--- src/design/tou_pkg.sv ---
// ----------------------------------------------------------------------------
// tou_pkg
//
// Shared types and codes for the three-operand execute unit: opcodes,
// access kinds, the input and result transaction formats and the records
// that pass between pipeline stages.
// ----------------------------------------------------------------------------
package tou_pkg;

  // Opcodes. Codes above OP_HALT are unsupported.
  typedef enum logic [4:0] {
    OP_ADD  = 5'd0,
    OP_SUB  = 5'd1,
    OP_MAC  = 5'd2,
    OP_AND  = 5'd3,
    OP_OR   = 5'd4,
    OP_XOR  = 5'd5,
    OP_SLL  = 5'd6,
    OP_SRA  = 5'd7,
    OP_SRL  = 5'd8,
    OP_BEQ  = 5'd9,
    OP_BNE  = 5'd10,
    OP_BLT  = 5'd11,
    OP_BGT  = 5'd12,
    OP_BLE  = 5'd13,
    OP_BGE  = 5'd14,
    OP_JAL  = 5'd15,
    OP_LW   = 5'd16,
    OP_SW   = 5'd17,
    OP_RETI = 5'd18,
    OP_IN   = 5'd19,
    OP_OUT  = 5'd20,
    OP_HALT = 5'd21
  } op_e;

  // Kind of memory or I/O access made by an instruction.
  typedef enum logic [2:0] {
    ACC_NONE   = 3'd0,
    ACC_MEM_RD = 3'd1,
    ACC_MEM_WR = 3'd2,
    ACC_IO_RD  = 3'd3,
    ACC_IO_WR  = 3'd4
  } acc_e;

  localparam int unsigned AddrBits = 12;
  localparam int unsigned PcBits   = 12;

  // Input transaction: one decoded instruction with its operands.
  typedef struct packed {
    logic [4:0]           op;
    logic signed [31:0]   rs_val;
    logic signed [31:0]   rt_val;
    logic signed [31:0]   rm_val;
    logic signed [31:0]   rd_val;
    logic [PcBits-1:0]    cur_pc;
    logic [PcBits-1:0]    irq_return;
    logic signed [31:0]   load_data;
  } in_t;

  // Result transaction.
  typedef struct packed {
    logic                 reg_write;
    logic signed [31:0]   reg_value;
    logic [PcBits-1:0]    next_pc;
    logic [2:0]           access_kind;
    logic [AddrBits-1:0]  access_addr;
    logic signed [31:0]   store_data;
    logic                 leave_isr;
    logic                 halt;
    logic                 bad_opcode;
  } out_t;

  // Operand stage record: partial sums, product and compare flags.
  typedef struct packed {
    logic [4:0]         op;
    logic [31:0]        sum_st;
    logic [31:0]        diff_st;
    logic [31:0]        prod_st;
    logic               eq;
    logic               lt;
    logic               gt;
    logic [4:0]         shamt;
    logic               shift_big;
    logic [31:0]        rs;
    logic [31:0]        rm;
    logic [31:0]        rd;
    logic [31:0]        ld;
    logic [PcBits-1:0]  pc;
    logic [PcBits-1:0]  irq;
  } s1_t;

  // Arithmetic stage record: everything but the shifter result.
  typedef struct packed {
    logic [4:0]           op;
    logic                 wr;
    logic [31:0]          val;
    logic [PcBits-1:0]    npc;
    logic [2:0]           kind;
    logic [AddrBits-1:0]  addr;
    logic [31:0]          sdata;
    logic                 leave;
    logic                 hlt;
    logic                 bad;
    logic [31:0]          rs;
    logic [4:0]           shamt;
    logic                 shift_big;
  } s2_t;

endpackage

--- src/design/tou_opnd.sv ---
// ----------------------------------------------------------------------------
// tou_opnd
//
// First pipeline stage: forms rs+rt, rs-rt, the low word of rs*rt, the
// signed compare flags and the shift count class.
// ----------------------------------------------------------------------------
module tou_opnd (
  input  logic          clk_i,
  input  logic          rst_ni,
  input  logic          adv_i,
  input  logic          valid_i,
  input  tou_pkg::in_t  data_i,
  output logic          valid_o,
  output tou_pkg::s1_t  data_o
);

  tou_pkg::s1_t data_d;
  tou_pkg::s1_t data_q;
  logic         valid_q;

  // Operand preparation.
  always_comb begin
    data_d           = '0;
    data_d.op        = data_i.op;
    data_d.sum_st    = data_i.rs_val + data_i.rt_val;
    data_d.diff_st   = data_i.rs_val - data_i.rt_val;
    data_d.prod_st   = 32'(data_i.rs_val * data_i.rt_val);
    data_d.eq        = (data_i.rs_val == data_i.rt_val);
    data_d.lt        = (data_i.rs_val < data_i.rt_val);
    data_d.gt        = (data_i.rt_val < data_i.rs_val);
    data_d.shamt     = data_i.rt_val[4:0];
    data_d.shift_big = |data_i.rt_val[31:5];
    data_d.rs        = data_i.rs_val;
    data_d.rm        = data_i.rm_val;
    data_d.rd        = data_i.rd_val;
    data_d.ld        = data_i.load_data;
    data_d.pc        = data_i.cur_pc;
    data_d.irq       = data_i.irq_return;
  end

  // Stage valid bit.
  always_ff @(posedge clk_i or negedge rst_ni) begin
    if (!rst_ni) begin
      valid_q <= 1'b0;
    end else if (adv_i) begin
      valid_q <= valid_i;
    end
  end

  // Stage payload.
  always_ff @(posedge clk_i) begin
    if (adv_i && valid_i) begin
      data_q <= data_d;
    end
  end

  assign valid_o = valid_q;
  assign data_o  = data_q;

endmodule

--- src/design/tou_arith.sv ---
// ----------------------------------------------------------------------------
// tou_arith
//
// Second pipeline stage: finishes the three-operand arithmetic and logic,
// resolves branches and the next pc, and forms the access fields.
// ----------------------------------------------------------------------------
module tou_arith (
  input  logic          clk_i,
  input  logic          rst_ni,
  input  logic          adv_i,
  input  logic          valid_i,
  input  tou_pkg::s1_t  data_i,
  output logic          valid_o,
  output tou_pkg::s2_t  data_o
);

  tou_pkg::s2_t                 data_d;
  tou_pkg::s2_t                 data_q;
  logic                         valid_q;
  logic [tou_pkg::PcBits-1:0]   pc_w;
  logic [tou_pkg::PcBits-1:0]   pc_inc;
  logic [tou_pkg::PcBits-1:0]   target;
  logic [tou_pkg::PcBits-1:0]   irq_w;
  logic [tou_pkg::PcBits-1:0]   npc_w;
  logic                         taken;

  // The pc arithmetic runs at the program counter width.
  assign pc_w   = data_i.pc;
  assign pc_inc = pc_w + tou_pkg::PcBits'(1);
  assign target = data_i.rm[tou_pkg::PcBits-1:0];
  assign irq_w  = data_i.irq;

  // Decode, value selection and branch resolution.
  always_comb begin
    data_d           = '0;
    data_d.op        = data_i.op;
    data_d.kind      = tou_pkg::ACC_NONE;
    data_d.rs        = data_i.rs;
    data_d.shamt     = data_i.shamt;
    data_d.shift_big = data_i.shift_big;
    taken            = 1'b0;
    npc_w            = pc_inc;
    unique case (data_i.op)
      tou_pkg::OP_ADD: begin
        data_d.wr  = 1'b1;
        data_d.val = data_i.sum_st + data_i.rm;
      end
      tou_pkg::OP_SUB: begin
        data_d.wr  = 1'b1;
        data_d.val = data_i.diff_st - data_i.rm;
      end
      tou_pkg::OP_MAC: begin
        data_d.wr  = 1'b1;
        data_d.val = data_i.prod_st + data_i.rm;
      end
      tou_pkg::OP_AND: begin
        data_d.wr  = 1'b1;
        data_d.val = data_i.rs & data_i.sum_st ^ data_i.sum_st & data_i.rs
                     ^ (data_i.rs & (data_i.sum_st - data_i.rs) & data_i.rm);
      end
      tou_pkg::OP_OR: begin
        data_d.wr  = 1'b1;
        data_d.val = data_i.rs | (data_i.sum_st - data_i.rs) | data_i.rm;
      end
      tou_pkg::OP_XOR: begin
        data_d.wr  = 1'b1;
        data_d.val = data_i.rs ^ (data_i.sum_st - data_i.rs) ^ data_i.rm;
      end
      tou_pkg::OP_SLL, tou_pkg::OP_SRA, tou_pkg::OP_SRL: begin
        // The shifter in the last stage supplies the value.
        data_d.wr = 1'b1;
      end
      tou_pkg::OP_BEQ: taken = data_i.eq;
      tou_pkg::OP_BNE: taken = !data_i.eq;
      tou_pkg::OP_BLT: taken = data_i.lt;
      tou_pkg::OP_BGT: taken = data_i.gt;
      tou_pkg::OP_BLE: taken = !data_i.gt;
      tou_pkg::OP_BGE: taken = !data_i.lt;
      tou_pkg::OP_JAL: begin
        // The link value is pc+1 without wrap.
        data_d.wr  = 1'b1;
        data_d.val = 32'(pc_w) + 32'd1;
        taken      = 1'b1;
      end
      tou_pkg::OP_LW: begin
        data_d.wr   = 1'b1;
        data_d.val  = data_i.ld + data_i.rm;
        data_d.kind = tou_pkg::ACC_MEM_RD;
        data_d.addr = data_i.sum_st[tou_pkg::AddrBits-1:0];
      end
      tou_pkg::OP_SW: begin
        data_d.kind  = tou_pkg::ACC_MEM_WR;
        data_d.addr  = data_i.sum_st[tou_pkg::AddrBits-1:0];
        data_d.sdata = data_i.rm + data_i.rd;
      end
      tou_pkg::OP_RETI: begin
        data_d.leave = 1'b1;
        npc_w        = irq_w;
      end
      tou_pkg::OP_IN: begin
        data_d.wr   = 1'b1;
        data_d.val  = data_i.ld;
        data_d.kind = tou_pkg::ACC_IO_RD;
        data_d.addr = data_i.sum_st[tou_pkg::AddrBits-1:0];
      end
      tou_pkg::OP_OUT: begin
        data_d.kind  = tou_pkg::ACC_IO_WR;
        data_d.addr  = data_i.sum_st[tou_pkg::AddrBits-1:0];
        data_d.sdata = data_i.rm;
      end
      tou_pkg::OP_HALT: begin
        data_d.hlt = 1'b1;
        npc_w      = pc_w;
      end
      default: begin
        data_d.bad = 1'b1;
        npc_w      = pc_w;
      end
    endcase
    if (taken) begin
      npc_w = target;
    end
    data_d.npc = npc_w;
  end

  // Stage valid bit.
  always_ff @(posedge clk_i or negedge rst_ni) begin
    if (!rst_ni) begin
      valid_q <= 1'b0;
    end else if (adv_i) begin
      valid_q <= valid_i;
    end
  end

  // Stage payload.
  always_ff @(posedge clk_i) begin
    if (adv_i && valid_i) begin
      data_q <= data_d;
    end
  end

  assign valid_o = valid_q;
  assign data_o  = data_q;

endmodule

--- src/design/tou_shift.sv ---
// ----------------------------------------------------------------------------
// tou_shift
//
// Last pipeline stage: barrel shifter with saturating counts, the final
// value selection and the result register.
// ----------------------------------------------------------------------------
module tou_shift (
  input  logic          clk_i,
  input  logic          rst_ni,
  input  logic          adv_i,
  input  logic          valid_i,
  input  tou_pkg::s2_t  data_i,
  output logic          valid_o,
  output tou_pkg::out_t data_o
);

  tou_pkg::out_t data_d;
  tou_pkg::out_t data_q;
  logic          valid_q;
  logic [31:0]   sll_val;
  logic [31:0]   srl_val;
  logic [31:0]   sra_val;

  // Shifts; a count of 32 or more gives zero or the sign fill.
  assign sll_val = data_i.shift_big ? 32'd0 : (data_i.rs << data_i.shamt);
  assign srl_val = data_i.shift_big ? 32'd0 : (data_i.rs >> data_i.shamt);
  assign sra_val = data_i.shift_big ? {32{data_i.rs[31]}}
                                    : 32'($signed(data_i.rs) >>> data_i.shamt);

  // Result assembly.
  always_comb begin
    data_d             = '0;
    data_d.reg_write   = data_i.wr;
    data_d.next_pc     = data_i.npc;
    data_d.access_kind = data_i.kind;
    data_d.access_addr = data_i.addr;
    data_d.store_data  = data_i.sdata;
    data_d.leave_isr   = data_i.leave;
    data_d.halt        = data_i.hlt;
    data_d.bad_opcode  = data_i.bad;
    case (data_i.op)
      tou_pkg::OP_SLL: data_d.reg_value = sll_val;
      tou_pkg::OP_SRA: data_d.reg_value = sra_val;
      tou_pkg::OP_SRL: data_d.reg_value = srl_val;
      default:         data_d.reg_value = data_i.val;
    endcase
  end

  // Result valid bit.
  always_ff @(posedge clk_i or negedge rst_ni) begin
    if (!rst_ni) begin
      valid_q <= 1'b0;
    end else if (adv_i) begin
      valid_q <= valid_i;
    end
  end

  // Result register.
  always_ff @(posedge clk_i) begin
    if (adv_i && valid_i) begin
      data_q <= data_d;
    end
  end

  assign valid_o = valid_q;
  assign data_o  = data_q;

endmodule

--- src/design/three_operand_execute_unit_top.sv ---
// ----------------------------------------------------------------------------
// three_operand_execute_unit_top
//
// Execute stage for a 32-bit machine with three source operands. It takes
// one instruction transaction per cycle while in_stall_o is low and returns
// one result transaction for each, in order. The result is held in the result
// register and leaves at the next edge at which the output side does not
// stall. The three register stages are the operand stage (the 32 by
// 32 multiplier and the rs+rt, rs-rt adders set its depth), the arithmetic
// and branch stage, and the shifter stage that ends in the result register.
// Each stage holds its transaction while the stage after it is full and
// stalled, so in_stall_o rises only when all three stages are occupied and
// out_stall_i is high. The pc width is the package constant PcBits (12).
// ----------------------------------------------------------------------------
module three_operand_execute_unit_top (
  input  logic          clk_i,
  input  logic          rst_ni,
  input  logic          in_valid_i,
  output logic          in_stall_o,
  input  tou_pkg::in_t  in_data_i,
  output logic          out_valid_o,
  input  logic          out_stall_i,
  output tou_pkg::out_t out_data_o
);

  logic         s1_valid;
  logic         s2_valid;
  logic         s1_adv;
  logic         s2_adv;
  logic         s3_adv;
  tou_pkg::s1_t s1_data;
  tou_pkg::s2_t s2_data;

  // A stage advances when it is empty or the next stage advances.
  assign s3_adv     = !out_valid_o || !out_stall_i;
  assign s2_adv     = !s2_valid || s3_adv;
  assign s1_adv     = !s1_valid || s2_adv;
  assign in_stall_o = !s1_adv;

  tou_opnd u_opnd (
    .clk_i   (clk_i),
    .rst_ni  (rst_ni),
    .adv_i   (s1_adv),
    .valid_i (in_valid_i),
    .data_i  (in_data_i),
    .valid_o (s1_valid),
    .data_o  (s1_data)
  );

  tou_arith u_arith (
    .clk_i   (clk_i),
    .rst_ni  (rst_ni),
    .adv_i   (s2_adv),
    .valid_i (s1_valid),
    .data_i  (s1_data),
    .valid_o (s2_valid),
    .data_o  (s2_data)
  );

  tou_shift u_shift (
    .clk_i   (clk_i),
    .rst_ni  (rst_ni),
    .adv_i   (s3_adv),
    .valid_i (s2_valid),
    .data_i  (s2_data),
    .valid_o (out_valid_o),
    .data_o  (out_data_o)
  );

`ifndef SYNTHESIS
  // Input stalls only with a full pipeline blocked at the output.
  a_stall_full: assert property (@(posedge clk_i) disable iff (!rst_ni)
    in_stall_o |-> (s1_valid && s2_valid && out_valid_o && out_stall_i))
    else $error("input stalled while the pipeline has room");

  // An accepted transaction reaches the first stage.
  a_accept_s1: assert property (@(posedge clk_i) disable iff (!rst_ni)
    (in_valid_i && !in_stall_o) |=> s1_valid)
    else $error("accepted transaction lost at the operand stage");

  // An empty arithmetic stage with a free output leaves no result behind.
  a_drain: assert property (@(posedge clk_i) disable iff (!rst_ni)
    (!s2_valid && s3_adv) |=> !out_valid_o)
    else $error("result appeared without a transaction behind it");

  // Unsupported opcode, halt and reti write nothing and access nothing.
  a_no_side_effect: assert property (@(posedge clk_i) disable iff (!rst_ni)
    (out_valid_o && (out_data_o.bad_opcode || out_data_o.halt
                     || out_data_o.leave_isr))
    |-> (!out_data_o.reg_write && out_data_o.access_kind == tou_pkg::ACC_NONE))
    else $error("control transaction made a write or an access");
`endif

endmodule
--- config.mk ---
export PLATFORM = sky130hd
export DESIGN_NAME = three_operand_execute_unit_top
export DESIGN_NICKNAME = d
export VERILOG_FILES = /design/src/design/tou_pkg.sv /design/src/design/tou_opnd.sv /design/src/design/tou_arith.sv /design/src/design/tou_shift.sv /design/src/design/three_operand_execute_unit_top.sv
export SDC_FILE = /design/constraint.sdc
export NUM_CORES = 2
export LEC_CHECK = 0
export BUFFER_PORTS_ARGS = -buffer_cell sky130_fd_sc_hd__clkbuf_2
export CORE_UTILIZATION = 67
export DETAILED_ROUTE_END_ITERATION = 8
export PLACE_DENSITY = 0.87
export SYNTH_ARGS = -nofsm -noshare
export SYNTH_HDL_FRONTEND = slang
export SYNTH_HIERARCHICAL = 1
export SYNTH_SLANG_ARGS = --single-unit
--- constraint.sdc ---
create_clock -name clk_i -period 19.9 [get_ports clk_i]
set_input_delay 1.99 -clock clk_i [delete_from_list [all_inputs] [get_ports clk_i]]
set_output_delay 1.99 -clock clk_i [all_outputs]
set_load 0.01 [all_outputs]
After elaboration in Yosys (flattened, before gate mapping) --
Cells that the tools add are included.
Word-level totals: register bits after elaboration 498, input bits 193, word-level logic and storage cells 123
Operators by class: $add $sub $neg 10, multiply operators 1, magnitude comparators 2, equality and inequality tests 25, shift-type cells 3, multiplexer cells 14, bitwise logic cells 9, reductions and logical operators 19
Operator list (number):
- $pmux 32 s9 | 1
- $add 32x32->32 | 5
- $xor 32x32->32 | 4
- $and 32x32->32 | 3
- $mux 32 | 3
- $pmux 32 s3 | 1
- $sub 32x32->32 | 3
- $lt 32x32->1 | 2
- $or 32x32->32 | 2
- $pmux 32 s2 | 1
- $pmux 15 s4 | 1
- $eq 5x4->1 const B | 9
- $eq 32x32->1 | 1
- $mul 32x32->32 | 1
- $shl 32x5->32 | 1
- $shr 32x5->32 | 1
- $sshr 32x5->32 | 1
- $eq 5x3->1 const B | 6
- $eq 5x5->1 const B | 6
- $reduce_or 27->1 | 1
- $pmux 12 s2 | 1
- $reduce_or 22->1 | 1
- $reduce_or 20->1 | 1
- $add 12x1->13 const B | 1
- 11 further kinds | 26

Depth between registers and ports, before layout --
depth in word-level cells 5, depth in mapped cells 26, gate-level depth less buffers 24

Cells and area by module --
Netlist, hierarchy kept.
Modules (own cells, without submodules):
- tou_opnd | times used 1, cells an instance 2559, area an instance 27446.3 um^2
- tou_arith | times used 1, cells an instance 1702, area an instance 14996.9 um^2
- tou_shift | times used 1, cells an instance 686, area an instance 7646.1 um^2
- three_operand_execute_unit_top | times used 1, cells an instance 4, area an instance 23.8 um^2

Least setup slack after synthesis --
No wires, ideal clock.
path type input to register, start point in in_data_i[124] (netlist bit), end point reg u_opnd.data_q (netlist bit u_opnd/data_o[191]) (data pin), library setup time 0.260 ns, arrival time 8.525 ns, path slack 11.115 ns, stages on the path 24, cell sequence clkbuf_1 -> clkbuf_1 -> and2_1 -> fa_1 -> fa_1 -> inv_1 -> fa_1 -> fa_1 -> inv_1 -> fa_1 -> inv_1 -> fa_1 -> inv_1 -> fa_1 -> fa_1 -> ha_1 -> o21a_1 -> a21oi_4 -> o221ai_2 -> o2bb2ai_1 -> or4_1 -> a311o_1 -> a221oi_2 -> xnor2_1
RTL lines:
- start: declaration | RTL line three_operand_execute_unit_top.sv:20 | input tou_pkg::in_t in_data_i,
- end signal: assignment | RTL line tou_opnd.sv:53 | data_q <= data_d;
- end: declaration | RTL line tou_opnd.sv:18 | tou_pkg::s1_t data_q;

==> impl_metrics.json <==
{
  "vias": 41000,
  "synth_area_um2": 50100,
  "drc": 0,
  "vias_per_cell": 6.73,
  "yosysSeqAreaShare_pct": 29.8,
  "firstDrtPassIters": 9,
  "cts_tree": "yes",
  "antenna_found_initial": 5,
  "power_switching_mw": 5.20,
  "grt_pass1_vias": 39900,
  "grt_pass1_wl_um": 243000,
  "rsz0062_at_grt": "no",
  "crit_path_cell_trace": "clkbuf_2 -> and2_1 -> fa_1 -> fa_1 -> inv_1 -> fa_1 -> fa_1 -> inv_1 -> fa_1 -> fa_1 -> fa_1 -> fa_1 -> ha_1 -> a21o_1 -> a21oi_1 -> o221ai_2 -> o2bb2ai_1 -> or4_1 -> a311o_1 -> a221oi_2 -> xnor2_1",
  "finalSetupViolCount": 0,
  "min_period_ns": 9.05,
  "ys_seq_elements": 497,
  "path_buf_inv": 3,
  "synth_edf_count": 494,
  "final_cell_mix": "inv_1 (606), edfxtp_1 (494), nand2_1 (414), fa_1 (414), ha_1 (405)",
  "swShare_pct": 48.7,
  "synthDistinctLibCells": 116,
  "internal-power_mw": 5.47,
  "wl_um": 164000,
  "place.port_buffers": 289,
  "worst_pin_slew_ns": 1.33,
  "min-delay-start": "u_arith/data_o[78]$_DFFE_PP_",
  "grt-ovfl-total": 0,
  "avgSynthCellArea_um2": 10.1,
  "final_common_cell": "inv_1",
  "crit_arrival_ns": 9.40,
  "gp_congestion": 1.04,
  "endpoint_kind": "flip-flop",
  "clk_latency_ns": 0.63,
  "fin_nets": 6101,
  "post-route-period-util_pct": 45.5,
  "min_path_type": "flip-flop to flip-flop",
  "postCtsSetupBuffers": 0,
  "ios": 290,
  "root_buffer": "clkbuf_16",
  "start_util_pct": 68.2,
  "postSynthCellCount": 4951,
  "cap_violations": 0,
  "cp_slowest_cell": "fa_1",
  "fmax_mhz": 111,
  "synthToLayoutAreaGrowth_pct": 7.40,
  "power_density_nw_per_um2": 198,
  "outcome": "complete, no violations",
  "die_x_um": 275,
  "dieHeight_um": 275,
  "crit_start": "in_data_i[122]",
  "path_clk_slew_ns": 0.07,
  "path_common_cell": "fa_1",
  "relSlewSlack_pct": 10.5,
  "dp_hpwl_um": 125000,
  "finalHoldViolations": 0,
  "postCtsHoldBufs": 0,
  "num_rows": 99,
  "total_power_mw": 10.7,
  "p_leak_nw": 23.6,
  "cp_max_fo": 30,
  "synthFlopType": "edfxtp_1",
  "async_flop_share_pct": 0.604,
  "p_seq_share_pct": 16.9,
  "post_cts_resized": 0,
  "start_kind": "primary input",
  "cts_max_path_buffers": 3,
  "critPathRequiredTime_ns": 20.25,
  "synth_area_leaders": "edfxtp_1 (30%), fa_1 (17%), ha_1 (10%), inv_1 (4.5%), and2_1 (4.2%)",
  "yosysTopAreaCell": "edfxtp_1",
  "cp_top_family": "adder cells",
  "drv_slew": 0,
  "r2r-start": "u_opnd/data_o[260]$_DFFE_PP_",
  "regArea_um2": 14900,
  "core-area_um2": 73500,
  "synth_top_area_share_pct": 29.6,
  "grt_max_degree": 79,
  "cts_inserted_buffers": 49,
  "drive_above_1_share_pct": 11.5,
  "die_area_um2": 75900,
  "peakVddDrop_mv": 0.504,
  "htreeDepth": 2,
  "p_comb_share_pct": 73.9,
  "cts_sinks": 497,
  "routedWlPerCell_um": 26.9,
  "fin_setup_tns_ns": 0,
  "drt_iter0_drc": 6422,
  "multi_input_area_um2": 32000,
  "clkPwrFrac_pct": 9.2,
  "ant_nets": 0,
  "finClkSkew_ns": 0.0466,
  "critical_path_class": "primary input to flip-flop",
  "nFillCells": 5193,
  "max_stage_delay_ns": 0.59,
  "synth_nets": 5963,
  "yosysWarnings": 6,
  "groute.usage.overall_pct": 43.1
}
## final cells by class
cell class / count / area share (%)
Antenna cell: 4 / 0.0186
Clock buffer: 57 / 2.33
Clock inverter: 34 / 0.809
Inverter: 611 / 4.26
Multi-Input combinational cell: 3599 / 59.4
Sequential cell: 497 / 27.7
Tap cell: 959 / 2.23
Timing Repair Buffer: 331 / 3.27
## flip-flops by register name, summed over array words and instances (netlist names)
signal	count
u_arith/valid_o	1
u_shift/data_o	95
u_shift/valid_o	1
u_opnd/data_o	261
u_opnd/valid_o	1
u_arith/data_o	138
## per-layer routing
| layer | share of wire, % | up-vias | global-route usage, % | wire length [um] |
|---|---|---|---|---|
| li1 | - | 17600 | - | - |
| met3 | 13 | 562 | 10.1 | 21700 |
| met4 | 5.8 | 0 | 20.8 | 9450 |
| met1 | 37 | 19700 | 58.6 | 61300 |
| met2 | 44 | 3185 | 65.4 | 71500 |
| met5 | 0 | - | 0 | 0 |
## stage by stage
| step | setup slack, ns | area [um2] | utilization (%) | instances | hold slack, ns |
|---|---|---|---|---|---|
| after floorplan | 11.11 | 50100 | - | 4951 | 0.400 |
| after global placement | 10.51 | 52100 | 71.0 | 5997 | 0.401 |
| after detailed placement | 10.36 | 52100 | 71.0 | 5997 | 0.405 |
| after CTS | 11.00 | 53800 | 73.3 | 6088 | 0.416 |
| after global routing | 10.72 | 53800 | 73.3 | 6092 | 0.418 |
| final | 10.85 | 53800 | 73.3 | 6092 | 0.416 |
## power groups by stage
| stage | logic (mW) | registers [mW] | clock network (mW) |
|---|---|---|---|
| 2_1_floorplan | 5.53 | 1.76 | 0 |
| 3_3_place_gp | 7.35 | 1.81 | 0 |
| 3_5_place_dp | 7.62 | 1.82 | 0 |
| 4_1_cts | 7.67 | 1.80 | 0.987 |
| 5_1_grt | 8.43 | 1.81 | 1.02 |
| 6_report | 7.88 | 1.80 | 0.982 |
## final timing paths
check / to / slack (ns) / depth (start not counted)
worst max-delay path: u_opnd/data_o[191]$_DFFE_PP_ / 10.85 / 21
worst min-delay path: u_shift/data_o[40]$_DFFE_PP_ / 0.42 / 0
worst max register to register: u_arith/data_o[128]$_DFFE_PP_ / 14.44 / 18
worst min register to register: u_shift/data_o[40]$_DFFE_PP_ / 0.42 / 0
max in group asynchronous: u_opnd/valid_o$_DFFE_PN0P_ / 18.62 / 1
min in group asynchronous: u_shift/valid_o$_DFFE_PN0P_ / 1.16 / 1
## cell usage after synthesis (all sizes together) (86+ instances only)
library cell / n
xor2: 86
nor2: 228
inv: 608
edfxtp: 494
fa: 414
and2: 334
clkbuf: 182
a21o: 92
nand2: 414
a21oi: 241
o21ai: 166
xnor2: 189
ha: 405
## worst register-to-register path, stage by stage, from the launching register on
cell and delay (ns):
edfxtp_1 0.66, nand2b_1 0.47, nor4_4 0.25, buf_4 0.46
nor2_2 0.10, buf_4 0.26, nand2_1 0.11, nand2_1 0.06
ha_1 0.22, fa_1 0.45, a211oi_2 0.29, o211ai_1 0.20
a221oi_4 0.37, a21oi_2 0.13, or4_4 0.55, a31oi_4 0.19
o21ai_2 0.09, xnor2_2 0.17, o221ai_2 0.15
## logic make-up (layout without fill, tap and decap cells)
kind of cell    count (synthesis)  in the layout  synth area share (%)
compound gates               1027           1027                  14.3
xor+xnor                      275            275                  4.82
fa+ha+maj                     819            819                  26.7
buf+inv                       855           1033                  6.62
flops                         497            497                  29.8
mux                           156            156                  4.55
other cells                     0              4                     0
simple gates                 1322           1322                  13.3
Power figures use the tool's default switching activity.
